File: config.mk
export PLATFORM = sky130hd
export DESIGN_NAME = i2c_master_bit_sequencer_unit
export DESIGN_NICKNAME = d
export VERILOG_FILES = /design/src/hw/rtl/i2cm_pkg.sv /design/src/hw/rtl/i2cm_seq_core.sv /design/src/hw/rtl/i2c_master_bit_sequencer_unit.sv
export SDC_FILE = /design/constraint.sdc
export NUM_CORES = 1
export LEC_CHECK = 0
export ABC_CLOCK_PERIOD_IN_PS = 8300
export BUFFER_PORTS_ARGS = -buffer_cell sky130_fd_sc_hd__buf_4
export CORE_MARGIN = 3
export CORE_UTILIZATION = 50
export DETAILED_ROUTE_END_ITERATION = 8
export GPL_ROUTABILITY_DRIVEN = 0
export PLACE_DENSITY = 0.73
export SYNTH_ARGS = -nofsm -noshare
export SYNTH_HDL_FRONTEND = slang
export SYNTH_SLANG_ARGS = --single-unit
File: constraint.sdc
create_clock -name clk -period 8.3 [get_ports clk]
set_input_delay 0 -clock clk [delete_from_list [all_inputs] [get_ports clk]]
set_output_delay 0 -clock clk [all_outputs]
set_load 0.005 [all_outputs]
File: src/hw/rtl/i2cm_pkg.sv
// ----------------------------------------------------------------------------
// i2cm_pkg: shared types and constants of the i2c master bit sequencer
// Beat structs for the tick and result channels, command codes, register map.
// ----------------------------------------------------------------------------
package i2cm_pkg;

  // command codes carried in the action field
  localparam logic [2:0] ACT_NONE  = 3'd0;
  localparam logic [2:0] ACT_START = 3'd1;
  localparam logic [2:0] ACT_STOP  = 3'd2;
  localparam logic [2:0] ACT_WRITE = 3'd3;
  localparam logic [2:0] ACT_WACK  = 3'd4;
  localparam logic [2:0] ACT_READ  = 3'd5;

  // bits in one bus byte, and the bit index counter width
  localparam int unsigned BITS_PER_BYTE = 8;
  localparam int unsigned BIT_IDX_W     = 4;

  // register indexes on the configuration port
  localparam logic REG_HALF_PERIOD = 1'b0;
  localparam logic REG_ACK_TIMEOUT = 1'b1;

  // register reset values
  localparam logic [15:0] HALF_PERIOD_RST = 16'd200;
  localparam logic [7:0]  ACK_TIMEOUT_RST = 8'd255;

  // one tick beat
  typedef struct packed {
    logic [2:0] action;
    logic [7:0] tx_byte;
    logic       ack_after_read;
    logic       sda_sample;
  } in_beat_t;

  // one result beat
  typedef struct packed {
    logic       scl_level;
    logic       sda_level;
    logic       sda_drive;
    logic       busy_res;
    logic       done_res;
    logic [7:0] rx_byte;
    logic       ack_missing;
  } out_beat_t;

  // configuration register values handed to the sequencer core
  typedef struct packed {
    logic [15:0] half_period_ticks;
    logic [7:0]  ack_timeout_ticks;
  } cfg_regs_t;

endpackage

File: src/hw/rtl/i2cm_seq_core.sv
// ----------------------------------------------------------------------------
// i2cm_seq_core: bus phase sequencer of the i2c master
// Advances the line state machine by one tick per enabled cycle and
// registers the resulting line levels and status as one result beat.
// ----------------------------------------------------------------------------
module i2cm_seq_core
  import i2cm_pkg::*;
#(
  parameter int unsigned TIMER_WIDTH = 16
) (
  input  logic      clk,
  input  logic      rst_n,
  input  logic      en,
  input  in_beat_t  tick,
  input  cfg_regs_t cfg,
  output out_beat_t res
);

  typedef enum logic [4:0] {
    PH_IDLE, PH_S0, PH_S1, PH_P0, PH_P1, PH_WLO, PH_WHI,
    PH_A0, PH_A1, PH_A2, PH_RLO, PH_RHI, PH_KLO, PH_KHI
  } phase_t;

  phase_t                  phase_r, phase_nxt;
  logic [TIMER_WIDTH-1:0]  count_r, count_nxt;
  logic [BIT_IDX_W-1:0]    bit_r, bit_nxt;
  logic [7:0]              tx_r, tx_nxt;
  logic [7:0]              rx_r, rx_nxt;
  logic [7:0]              poll_r, poll_nxt;
  logic                    pend_r, pend_nxt;
  logic                    scl_r, scl_nxt;
  logic                    sda_r, sda_nxt;
  logic                    drv_r, drv_nxt;
  logic                    miss_r, miss_nxt;
  logic                    done_nxt;
  out_beat_t               res_r;

  logic [TIMER_WIDTH-1:0]  hp;
  logic [TIMER_WIDTH:0]    count_inc;
  logic                    hold_half;
  logic [8:0]              poll_inc;
  logic [BIT_IDX_W-1:0]    bit_inc;

  // half period limit and counter compares
  assign hp        = TIMER_WIDTH'(cfg.half_period_ticks);
  assign count_inc = {1'b0, count_r} + 1'b1;
  assign hold_half = count_inc < {1'b0, hp};
  assign poll_inc  = {1'b0, poll_r} + 1'b1;
  assign bit_inc   = bit_r + 1'b1;

  // next state for one tick
  always_comb begin
    phase_nxt = phase_r;
    count_nxt = count_r;
    bit_nxt   = bit_r;
    tx_nxt    = tx_r;
    rx_nxt    = rx_r;
    poll_nxt  = poll_r;
    pend_nxt  = pend_r;
    scl_nxt   = scl_r;
    sda_nxt   = sda_r;
    drv_nxt   = drv_r;
    miss_nxt  = miss_r;
    done_nxt  = 1'b0;
    if (phase_r == PH_IDLE) begin
      if (tick.action inside {[ACT_START:ACT_READ]}) begin
        miss_nxt  = 1'b0;
        count_nxt = '0;
        bit_nxt   = '0;
      end
      case (tick.action)
        ACT_START: begin
          phase_nxt = PH_S0;
          scl_nxt = 1'b1; sda_nxt = 1'b1; drv_nxt = 1'b1;
        end
        ACT_STOP: begin
          phase_nxt = PH_P0;
          scl_nxt = 1'b0; sda_nxt = 1'b0; drv_nxt = 1'b1;
        end
        ACT_WRITE: begin
          phase_nxt = PH_WLO;
          tx_nxt  = {tick.tx_byte[6:0], 1'b0};
          scl_nxt = 1'b0; sda_nxt = tick.tx_byte[7]; drv_nxt = 1'b1;
        end
        ACT_WACK: begin
          phase_nxt = PH_A0;
          scl_nxt = 1'b0; drv_nxt = 1'b0;
        end
        ACT_READ: begin
          phase_nxt = PH_RLO;
          rx_nxt   = '0;
          pend_nxt = tick.ack_after_read;
          scl_nxt  = 1'b0; drv_nxt = 1'b0;
        end
        default: begin
        end
      endcase
    end else if (phase_r == PH_A2) begin
      // poll for acknowledge while scl is high
      if (!tick.sda_sample) begin
        phase_nxt = PH_IDLE;
        scl_nxt   = 1'b0; drv_nxt = 1'b0;
        done_nxt  = 1'b1;
      end else begin
        poll_nxt = poll_inc[7:0];
        if (poll_inc >= {1'b0, cfg.ack_timeout_ticks}) begin
          miss_nxt  = 1'b1;
          count_nxt = '0;
          phase_nxt = PH_P0;
          scl_nxt   = 1'b0; sda_nxt = 1'b0; drv_nxt = 1'b1;
        end
      end
    end else if (hold_half) begin
      count_nxt = count_inc[TIMER_WIDTH-1:0];
    end else begin
      // half period ends: step to the next line setting
      count_nxt = '0;
      case (phase_r)
        PH_S0: begin
          phase_nxt = PH_S1;
          scl_nxt = 1'b1; sda_nxt = 1'b0; drv_nxt = 1'b1;
        end
        PH_S1: begin
          phase_nxt = PH_IDLE;
          scl_nxt = 1'b0; sda_nxt = 1'b0; drv_nxt = 1'b1;
          done_nxt = 1'b1;
        end
        PH_P0: begin
          phase_nxt = PH_P1;
          scl_nxt = 1'b1; sda_nxt = 1'b0; drv_nxt = 1'b1;
        end
        PH_P1: begin
          phase_nxt = PH_IDLE;
          scl_nxt = 1'b1; sda_nxt = 1'b1; drv_nxt = 1'b1;
          done_nxt = 1'b1;
        end
        PH_WLO: begin
          phase_nxt = PH_WHI;
          scl_nxt = 1'b1; drv_nxt = 1'b1;
        end
        PH_WHI: begin
          bit_nxt = bit_inc;
          if (bit_inc < BIT_IDX_W'(BITS_PER_BYTE)) begin
            phase_nxt = PH_WLO;
            tx_nxt  = {tx_r[6:0], 1'b0};
            scl_nxt = 1'b0; sda_nxt = tx_r[7]; drv_nxt = 1'b1;
          end else begin
            phase_nxt = PH_IDLE;
            scl_nxt  = 1'b0; drv_nxt = 1'b1;
            done_nxt = 1'b1;
          end
        end
        PH_A0: begin
          phase_nxt = PH_A1;
          scl_nxt = 1'b1; drv_nxt = 1'b0;
        end
        PH_A1: begin
          phase_nxt = PH_A2;
          poll_nxt  = '0;
        end
        PH_RLO: begin
          phase_nxt = PH_RHI;
          scl_nxt = 1'b1; drv_nxt = 1'b0;
        end
        PH_RHI: begin
          rx_nxt  = {rx_r[6:0], tick.sda_sample};
          bit_nxt = bit_inc;
          if (bit_inc < BIT_IDX_W'(BITS_PER_BYTE)) begin
            phase_nxt = PH_RLO;
            scl_nxt = 1'b0; drv_nxt = 1'b0;
          end else begin
            phase_nxt = PH_KLO;
            scl_nxt = 1'b0; sda_nxt = ~pend_r; drv_nxt = 1'b1;
          end
        end
        PH_KLO: begin
          phase_nxt = PH_KHI;
          scl_nxt = 1'b1; drv_nxt = 1'b1;
        end
        PH_KHI: begin
          phase_nxt = PH_IDLE;
          scl_nxt  = 1'b0; drv_nxt = 1'b1;
          done_nxt = 1'b1;
        end
        default: begin
          phase_nxt = PH_IDLE;
        end
      endcase
    end
  end

  // state and result register
  always_ff @(posedge clk) begin
    if (!rst_n) begin
      phase_r <= PH_IDLE;
      count_r <= '0;
      bit_r   <= '0;
      tx_r    <= '0;
      rx_r    <= '0;
      poll_r  <= '0;
      pend_r  <= 1'b0;
      scl_r   <= 1'b1;
      sda_r   <= 1'b1;
      drv_r   <= 1'b1;
      miss_r  <= 1'b0;
      res_r   <= '0;
    end else if (en) begin
      phase_r <= phase_nxt;
      count_r <= count_nxt;
      bit_r   <= bit_nxt;
      tx_r    <= tx_nxt;
      rx_r    <= rx_nxt;
      poll_r  <= poll_nxt;
      pend_r  <= pend_nxt;
      scl_r   <= scl_nxt;
      sda_r   <= sda_nxt;
      drv_r   <= drv_nxt;
      miss_r  <= miss_nxt;
      res_r.scl_level   <= scl_nxt;
      res_r.sda_level   <= sda_nxt;
      res_r.sda_drive   <= drv_nxt;
      res_r.busy_res    <= (phase_nxt != PH_IDLE);
      res_r.done_res    <= done_nxt;
      res_r.rx_byte     <= rx_nxt;
      res_r.ack_missing <= miss_nxt;
    end
  end

  assign res = res_r;

  // a completed command leaves the sequencer idle
  a_done_idle: assert property (@(posedge clk) disable iff (!rst_n)
    res_r.done_res |-> !res_r.busy_res)
    else $error("done reported while still busy");

  // ack polling only with scl high and sda released
  a_poll_lines: assert property (@(posedge clk) disable iff (!rst_n)
    (phase_r == PH_A2) |-> (scl_r && !drv_r))
    else $error("ack poll with wrong line drive");

  // half period counter stays below its limit
  a_count_range: assert property (@(posedge clk) disable iff (!rst_n)
    (phase_r != PH_IDLE && phase_r != PH_A2 && hp != '0) |-> (count_r < hp))
    else $error("half period counter overran");

  // bit index never passes one byte
  a_bit_range: assert property (@(posedge clk) disable iff (!rst_n)
    bit_r <= BIT_IDX_W'(BITS_PER_BYTE))
    else $error("bit index out of range");

  // a start always follows with the sda falling edge under high scl
  a_start_edge: assert property (@(posedge clk) disable iff (!rst_n)
    (en && phase_r == PH_S0 && !hold_half) |=> (scl_r && !sda_r && drv_r))
    else $error("start condition not formed");

endmodule

File: src/hw/rtl/i2c_master_bit_sequencer_unit.sv
// ----------------------------------------------------------------------------
// i2c_master_bit_sequencer_unit: i2c master line sequencer, one tick per beat
//
//   channel | direction | handshake            | payload
//   in_     | input     | in_valid / in_stall   | in_data  (in_beat_t)
//   out_    | output    | out_valid / out_stall | out_data (out_beat_t)
//   cfg_    | apb slave | psel/penable/pready   | paddr, pwdata, prdata
//
// Each tick beat is registered, then runs through the phase logic into the
// result register, one beat per cycle unless out_stall holds a waiting result.
// The tick register and the result register form a two-deep pipe, so a new
// tick is taken while a result waits; out_stall backs up to in_stall.
// rst_n is synchronous; reset sets core scl, sda high and driven, out_data 0.
// ----------------------------------------------------------------------------
module i2c_master_bit_sequencer_unit
  import i2cm_pkg::*;
#(
  parameter int unsigned TIMER_WIDTH = 16
) (
  input  logic        clk,
  input  logic        rst_n,
  input  logic        in_valid,
  output logic        in_stall,
  input  in_beat_t    in_data,
  output logic        out_valid,
  input  logic        out_stall,
  output out_beat_t   out_data,
  input  logic        psel,
  input  logic        penable,
  input  logic        pwrite,
  input  logic [2:0]  paddr,
  input  logic [31:0] pwdata,
  output logic [31:0] prdata,
  output logic        pready
);

  cfg_regs_t cfg_r;
  in_beat_t  tick_r;
  logic      tick_vld_r;
  logic      out_vld_r;
  logic      advance;
  logic      in_take;
  logic      reg_sel;

  // configuration registers
  assign pready  = 1'b1;
  assign reg_sel = paddr[2];

  always_ff @(posedge clk) begin
    if (!rst_n) begin
      cfg_r.half_period_ticks <= HALF_PERIOD_RST;
      cfg_r.ack_timeout_ticks <= ACK_TIMEOUT_RST;
    end else if (psel && penable && pwrite && pready) begin
      if (reg_sel == REG_HALF_PERIOD) begin
        cfg_r.half_period_ticks <= pwdata[15:0];
      end else begin
        cfg_r.ack_timeout_ticks <= pwdata[7:0];
      end
    end
  end

  assign prdata = (reg_sel == REG_ACK_TIMEOUT) ? {24'd0, cfg_r.ack_timeout_ticks}
                                               : {16'd0, cfg_r.half_period_ticks};

  // pipe control: the tick stage moves when the result slot is free
  assign advance  = tick_vld_r && (!out_vld_r || !out_stall);
  assign in_stall = tick_vld_r && !advance;
  assign in_take  = in_valid && !in_stall;

  always_ff @(posedge clk) begin
    if (!rst_n) begin
      tick_vld_r <= 1'b0;
      out_vld_r  <= 1'b0;
    end else begin
      if (in_take) begin
        tick_vld_r <= 1'b1;
      end else if (advance) begin
        tick_vld_r <= 1'b0;
      end
      if (advance) begin
        out_vld_r <= 1'b1;
      end else if (!out_stall) begin
        out_vld_r <= 1'b0;
      end
    end
  end

  // tick register
  always_ff @(posedge clk) begin
    if (in_take) begin
      tick_r <= in_data;
    end
  end

  // phase sequencer with result register
  i2cm_seq_core #(
    .TIMER_WIDTH(TIMER_WIDTH)
  ) u_core (
    .clk  (clk),
    .rst_n(rst_n),
    .en   (advance),
    .tick (tick_r),
    .cfg  (cfg_r),
    .res  (out_data)
  );

  assign out_valid = out_vld_r;

endmodule
; Word level (Yosys, flattened, before mapping)
; Cells that the tools add are included.
[word_totals]
in_bits = 55
regBits = 98
elab_cells = 178
[op_classes]
n_eq_ne = 28
n_lt_le_gt_ge = 5
bitwise = 3
n_mux = 74
n_reduce_logical = 41
add_sub_neg = 3
[op_table]
columns = cell, count
row1 = 2-to-1 mux 8 bit, 15
row2 = 2-to-1 mux 16 bit, 7
row3 = one-hot mux 5 bit (9 select lines), 1
row4 = 2-to-1 mux 1 bit, 31
row5 = equality test 5 x 4 -> 1 bit (second input constant), 6
row6 = 2-to-1 mux 5 bit, 5
row7 = one-hot mux 5 bit (5 select lines), 1
row8 = equality test 5 x 3 -> 1 bit (second input constant), 4
row9 = 2-to-1 mux 4 bit, 5
row10 = AND reduction 5 bit, 4
row11 = nonzero test 2 bit, 9
row12 = adder 16 x 1 -> 17 bit (second input constant), 1
row13 = less-than comparator 17 x 16 -> 1 bit, 1
row14 = != test 2 bit (second input constant), 6
row15 = equality test 5 x 2 -> 1 bit (second input constant), 2
row16 = adder 8 x 1 -> 9 bit (second input constant), 1
row17 = >= comparator 9 x 8 -> 1 bit, 1
row18 = OR reduction 3 bit, 3
row19 = one-hot mux 1 bit (2 select lines), 4
row20 = OR reduction 4 bit, 2
row21 = OR reduction 8 bit, 1
row22 = OR reduction 7 bit, 1
row23 = equality test 3 x 2 -> 1 bit (second input constant), 2
row24 = equality test 3 bit (second input constant), 2
row25 = 22 further kinds, 39

; Depth between registers and ports, before layout
[depth]
depth_word = 8
ltp_mapped = 16
depth_no_buf = 13

; Hierarchy
; A second synthesis with hierarchy kept.
[unflattened]
hier_cells = 728
hier_area_um2 = 6039.5
[by_module_without_submodules]
columns = module, cells_per_inst, n_inst, area_each_um2, seq_area_each_um2
row1 = i2cm_seq_core, 566, 1, 4260.3, 1161.1
row2 = i2c_master_bit_sequencer_unit, 162, 1, 1779.2, 910.9

; Least setup slack after synthesis
; OpenSTA, ideal clock, no wires.
[synth_path]
path_kind = register to register
start = reg u_core.count_r[2]
end = reg u_core.bit_r[0]
n_path_buf = 2
required_ns = 8.230
path_stages_with_launch = 15
arrival_ns = 3.222
slack_ns = 5.008
period_less_slack_ns = 3.292
setup_ns = 0.070
cell_sequence = dfxtp_1 -> clkbuf_1 -> nand3_1 -> nor3_1 -> and2_1 -> nand3_1 -> xnor2_1 -> ha_1 -> nand3_1 -> a2111oi_2 -> a211o_2 -> buf_6 -> a31oi_4 -> or4_1 -> a21oi_1
[synth_between]
elab_chain_cells = 4
[synth_rtl]
columns = element, line_no
row1 = start: declaration, i2cm_seq_core.sv:25  ; logic [TIMER_WIDTH-1:0] count_r, count_nxt;
row2 = start signal: assignment, i2cm_seq_core.sv:209  ; count_r <= count_nxt;
row3 = adder 16 x 1 -> 17 bit, i2cm_seq_core.sv:46  ; assign count_inc = {1'b0, count_r} + 1'b1;
row4 = less-than comparator 17 x 16 -> 1 bit, i2cm_seq_core.sv:47  ; assign hold_half = count_inc < {1'b0, hp};
row5 = != test 2 bit (no line), n/a
row6 = AND reduction 5 bit (no line), n/a
row7 = end signal: assignment, i2cm_seq_core.sv:210  ; bit_r <= bit_nxt;
row8 = end: declaration, i2cm_seq_core.sv:26  ; logic [BIT_IDX_W-1:0] bit_r, bit_nxt;
; Every way passes these cells.
; A chain may end at the register's enable or synchronous reset.

; Worst setup path after layout
[layout_path]
start = reg u_core.poll_r[0]
end = reg u_core.count_r[7]
[layout_between]
elab_chain_cells = 4
[layout_rtl]
columns = element, line_no
row1 = start: declaration, i2cm_seq_core.sv:29  ; logic [7:0] poll_r, poll_nxt;
row2 = start signal: assignment, i2cm_seq_core.sv:213  ; poll_r <= poll_nxt;
row3 = adder 8 x 1 -> 9 bit, i2cm_seq_core.sv:48  ; assign poll_inc = {1'b0, poll_r} + 1'b1;
row4 = >= comparator 9 x 8 -> 1 bit, i2cm_seq_core.sv:106  ; if (poll_inc >= {1'b0, cfg.ack_timeout_ticks}) begin
row5 = != test 3 x 2 -> 1 bit (no line), n/a
row6 = AND reduction 4 bit (no line), n/a
; Every way passes these cells.

==> run summary <==
Switching power total -> 0.276 mW
Largest family of logic cells by synthesized area -> compound AO/OA/AOI/OAI gates
Largest net degree at the start of global routing -> 35
Most numerous cell in the Yosys netlist -> nand2_1
Compound-Gate Fraction of Synth Area -> 0.231
Drt wl/cell -> 15.3 um
Worst slew pin tran -> 1150 ps
DRC -> 0
Total number of vias -> 5390
Post-synth EDFFs -> 13
Seq pwr share -> 0.507
H-tree levels -> 3
N_diodes -> 0
Synth Cell Area -> 5600 um^2
Area Overhead vs Synth -> 18.1%
Clock Power Share -> 0.343
Die area -> 12500 um^2
CTS Hold Bufs -> 36
Critical Path AT -> 4190 ps
Number of synthesized register bits -> 97
CP Depth -> 13
I/O Pins -> 104
Drt via density -> 5.80
Logic gate share of total power -> 0.150
Dominant synthesized flop cell -> dfxtp_1
Root buffer cell -> clkbuf_8
Worst path cell trace -> ha_1 -> nand3_1 -> inv_1 -> nand3_1 -> xnor2_1 -> ha_1 -> a21oi_1 -> nand2_1 -> a211oi_1 -> a21boi_0 -> o21ai_1 -> o21ai_0 -> a21oi_1
Layout cell share with drive strength beyond 1 -> 0.123
Hold Startpoint -> penable
Fin. max-slew vios -> 0
DRT Wirelength -> 14200 um
Total grt overflow -> 0
Fmax -> 258 MHz
Run status -> finished clean
Worst skew pair latency -> 370 ps
Total CTS buffers -> 9
CTS tree -> built
Slowest CP cell -> o21ai_1
Setup_tns -> 0 ps
Async S/R FF share, synth -> 0
Post-CTS Resized -> 0
Die H -> 112 um
Buf/Inv on CP -> 1
Worst IR Drop VDD -> 0.109 mV
Share of Yosys cell area claimed by the top area cell type -> 0.300
RSZ-0062 raised after global routing -> false
GRT Max-Usage Layer -> met2
Global Route Usage Sum -> 0.225
Post-synth top cells -> nand2_1, dfxtp_1, nor2_1, a21oi_1, o21ai_0
Nets@finish -> 865
Met3 usage -> 0.0418
Post-Syn Area per Cell -> 7.87 um^2
Final setup vio count -> 0
FF-to-FF path depth -> 13
Relative slew margins -> 0.228
Antenna-violating nets left -> 0
Met2 Resource Use GR -> 0.396
Static Leak -> 2.67 nW
Worst EP required -> 8600 ps
Final worst-path cycle share -> 0.468
# port buffers -> 68
CP Capture Type -> flop
Hold Worst Slack -> 247 ps
P per Cell Area -> 150 nW/um^2
Largest area contributor in the netlist -> dfxtp_1
XOR/XNOR Fraction of Synth Area -> 0.0359
Top cells by area, synth -> dfxtp_1, nand2_1, edfxtp_1
First-pass GRT wire length -> 23700 um
Post-DP HPWL -> 9720 um
Drt pass-1 iters -> 5
Register clock-pin slew on the reported worst setup and hold paths -> 100 ps
Initial Util -> 0.515
Synth warn -> 0
Initial DRC Count -> 408
Synth Instances -> 712
Simple-Gate Fraction of Synth Area -> 0.215
Min Tclk post-route -> 3880 ps
M1 GR Usage -> 0.274
Crit path from -> u_core.poll_r[0]$_SDFFE_PN0P_
Sequential fraction of the synthesis area -> 0.370
Synth unique cells -> 62
Worst r2r src -> u_core.poll_r[0]$_SDFFE_PN0P_
Standard-cell rows -> 38
Vias in the first global route -> 5195
Crit path max fanout -> 16
Startpoint types -> flop
Clock sinks -> 97
Initial antenna violation count -> 0
Critical path class -> reg2reg
Mux cell area share after synthesis -> 0.00938
Delay-heaviest family, CP -> compound AO/OA/AOI/OAI gates
Switch share -> 0.278
Max-cap violations -> 0
Total Power -> 0.996 mW
Int Power -> 0.719 mW
Hold Path Stages -> 6
HP Class -> in2reg
CP max stage delay -> 930 ps
Die extent in x -> 112 um
Longest Clk Path Bufs -> 2
Hold Fails Final Rpt -> 0
Worst Skew -> 10.6 ps
Core Area -> 10900 um^2
Post-synthesis adder-cell area fraction -> 0.0580
Number of post-CTS setup repair buffers -> 0
==> cells by family after synthesis <==
| group | count (synthesis) |
|---|---|
| AND/OR/NAND/NOR | 266 |
| AO/OA/AOI/OAI | 201 |
| flip-flops | 97 |
| buffers and inverters | 92 |
| adder cells (fa/ha/maj) | 26 |
| XOR/XNOR | 23 |
| multiplexers | 5 |
| other | 2 |
==> per-layer routing <==
metal	routed length [um]	up-vias
li1	-	2653
met1	5960	2500
met2	7070	204
met3	895	33
met4	286	0
met5	0	-
==> metrics by stage <==
stage | std cells | setup WS (ps) | cell area [um^2] | util
2_1_floorplan | 727 | 5010 | 5660 | -
3_3_place_gp | 877 | 4550 | 6040 | 0.555
3_5_place_dp | 877 | 4480 | 6040 | 0.555
4_1_cts | 929 | 4440 | 6620 | 0.608
5_1_grt | 929 | 4050 | 6620 | 0.608
6_report | 929 | 4420 | 6620 | 0.608
==> path summary, 6_finish.rpt <==
| kind | to | slack, ps |
|---|---|---|
| min | cfg_r[19]$_SDFFE_PN0P_ | 250 |
| max reg2reg | u_core.count_r[7]$_SDFFE_PN0P_ | 4420 |
| max | u_core.count_r[7]$_SDFFE_PN0P_ | 4420 |
| min reg2reg | cfg_r[20]$_SDFFE_PN0P_ | 460 |
==> power groups by stage <==
stage	sequential [mW]	clock [mW]	combinational (mW)
detailed placement	0.515	0	0.134
global route	0.507	0.366	0.166
global placement	0.514	0	0.131
CTS	0.504	0.349	0.147
finish	0.505	0.341	0.149
floorplan	0.506	0	0.103
==> worst min-delay path, cell delays in order <==
cell     delay, ps
buf_4          110
nand3_1         90
nor2_1          50
buf_4          200
nand2_1         80
a21oi_1         50
==> layout make-up <==
cell class | instances | area [um^2]
inverters | 31 | 116
repair buffers | 107 | 893
flip-flops and latches | 97 | 2070
clock inverters | 7 | 93.8
multi-input cells | 538 | 3140
fillers | 936 | 4270
well taps | 140 | 175
clock buffers | 9 | 124
==> state kept, by name, indices dropped and copies added (netlist names), 4 cells and up <==
register	flops
cfg_r	24
u_core.count_r	16
tick_r	13
u_core.poll_r	8
u_core.rx_r	8
u_core.tx_r	7
u_core.phase_r	5
u_core.res	5
u_core.bit_r	4
==> cell usage in the layout (no fill, tap or decap), drive strengths merged, types with 5 or more instances in the layout <==
master,synthesis,final
a211oi,6,6
a21oi,58,58
a22oi,11,11
a311oi,8,8
a31oi,15,15
and2,5,5
and3,6,6
buf,31,71
clkbuf,30,9
conb,2,17
dfxtp,84,84
dlygate4sd3,0,36
edfxtp,13,13
ha,26,26
inv,30,31
nand2,105,105
nand3,24,24
nand4,17,17
nor2,69,69
nor2b,6,6
nor3,14,14
o211ai,11,11
o21a,5,5
o21ai,48,48
xnor2,15,15
xor2,8,8
(Power assumes the default switching activity.)
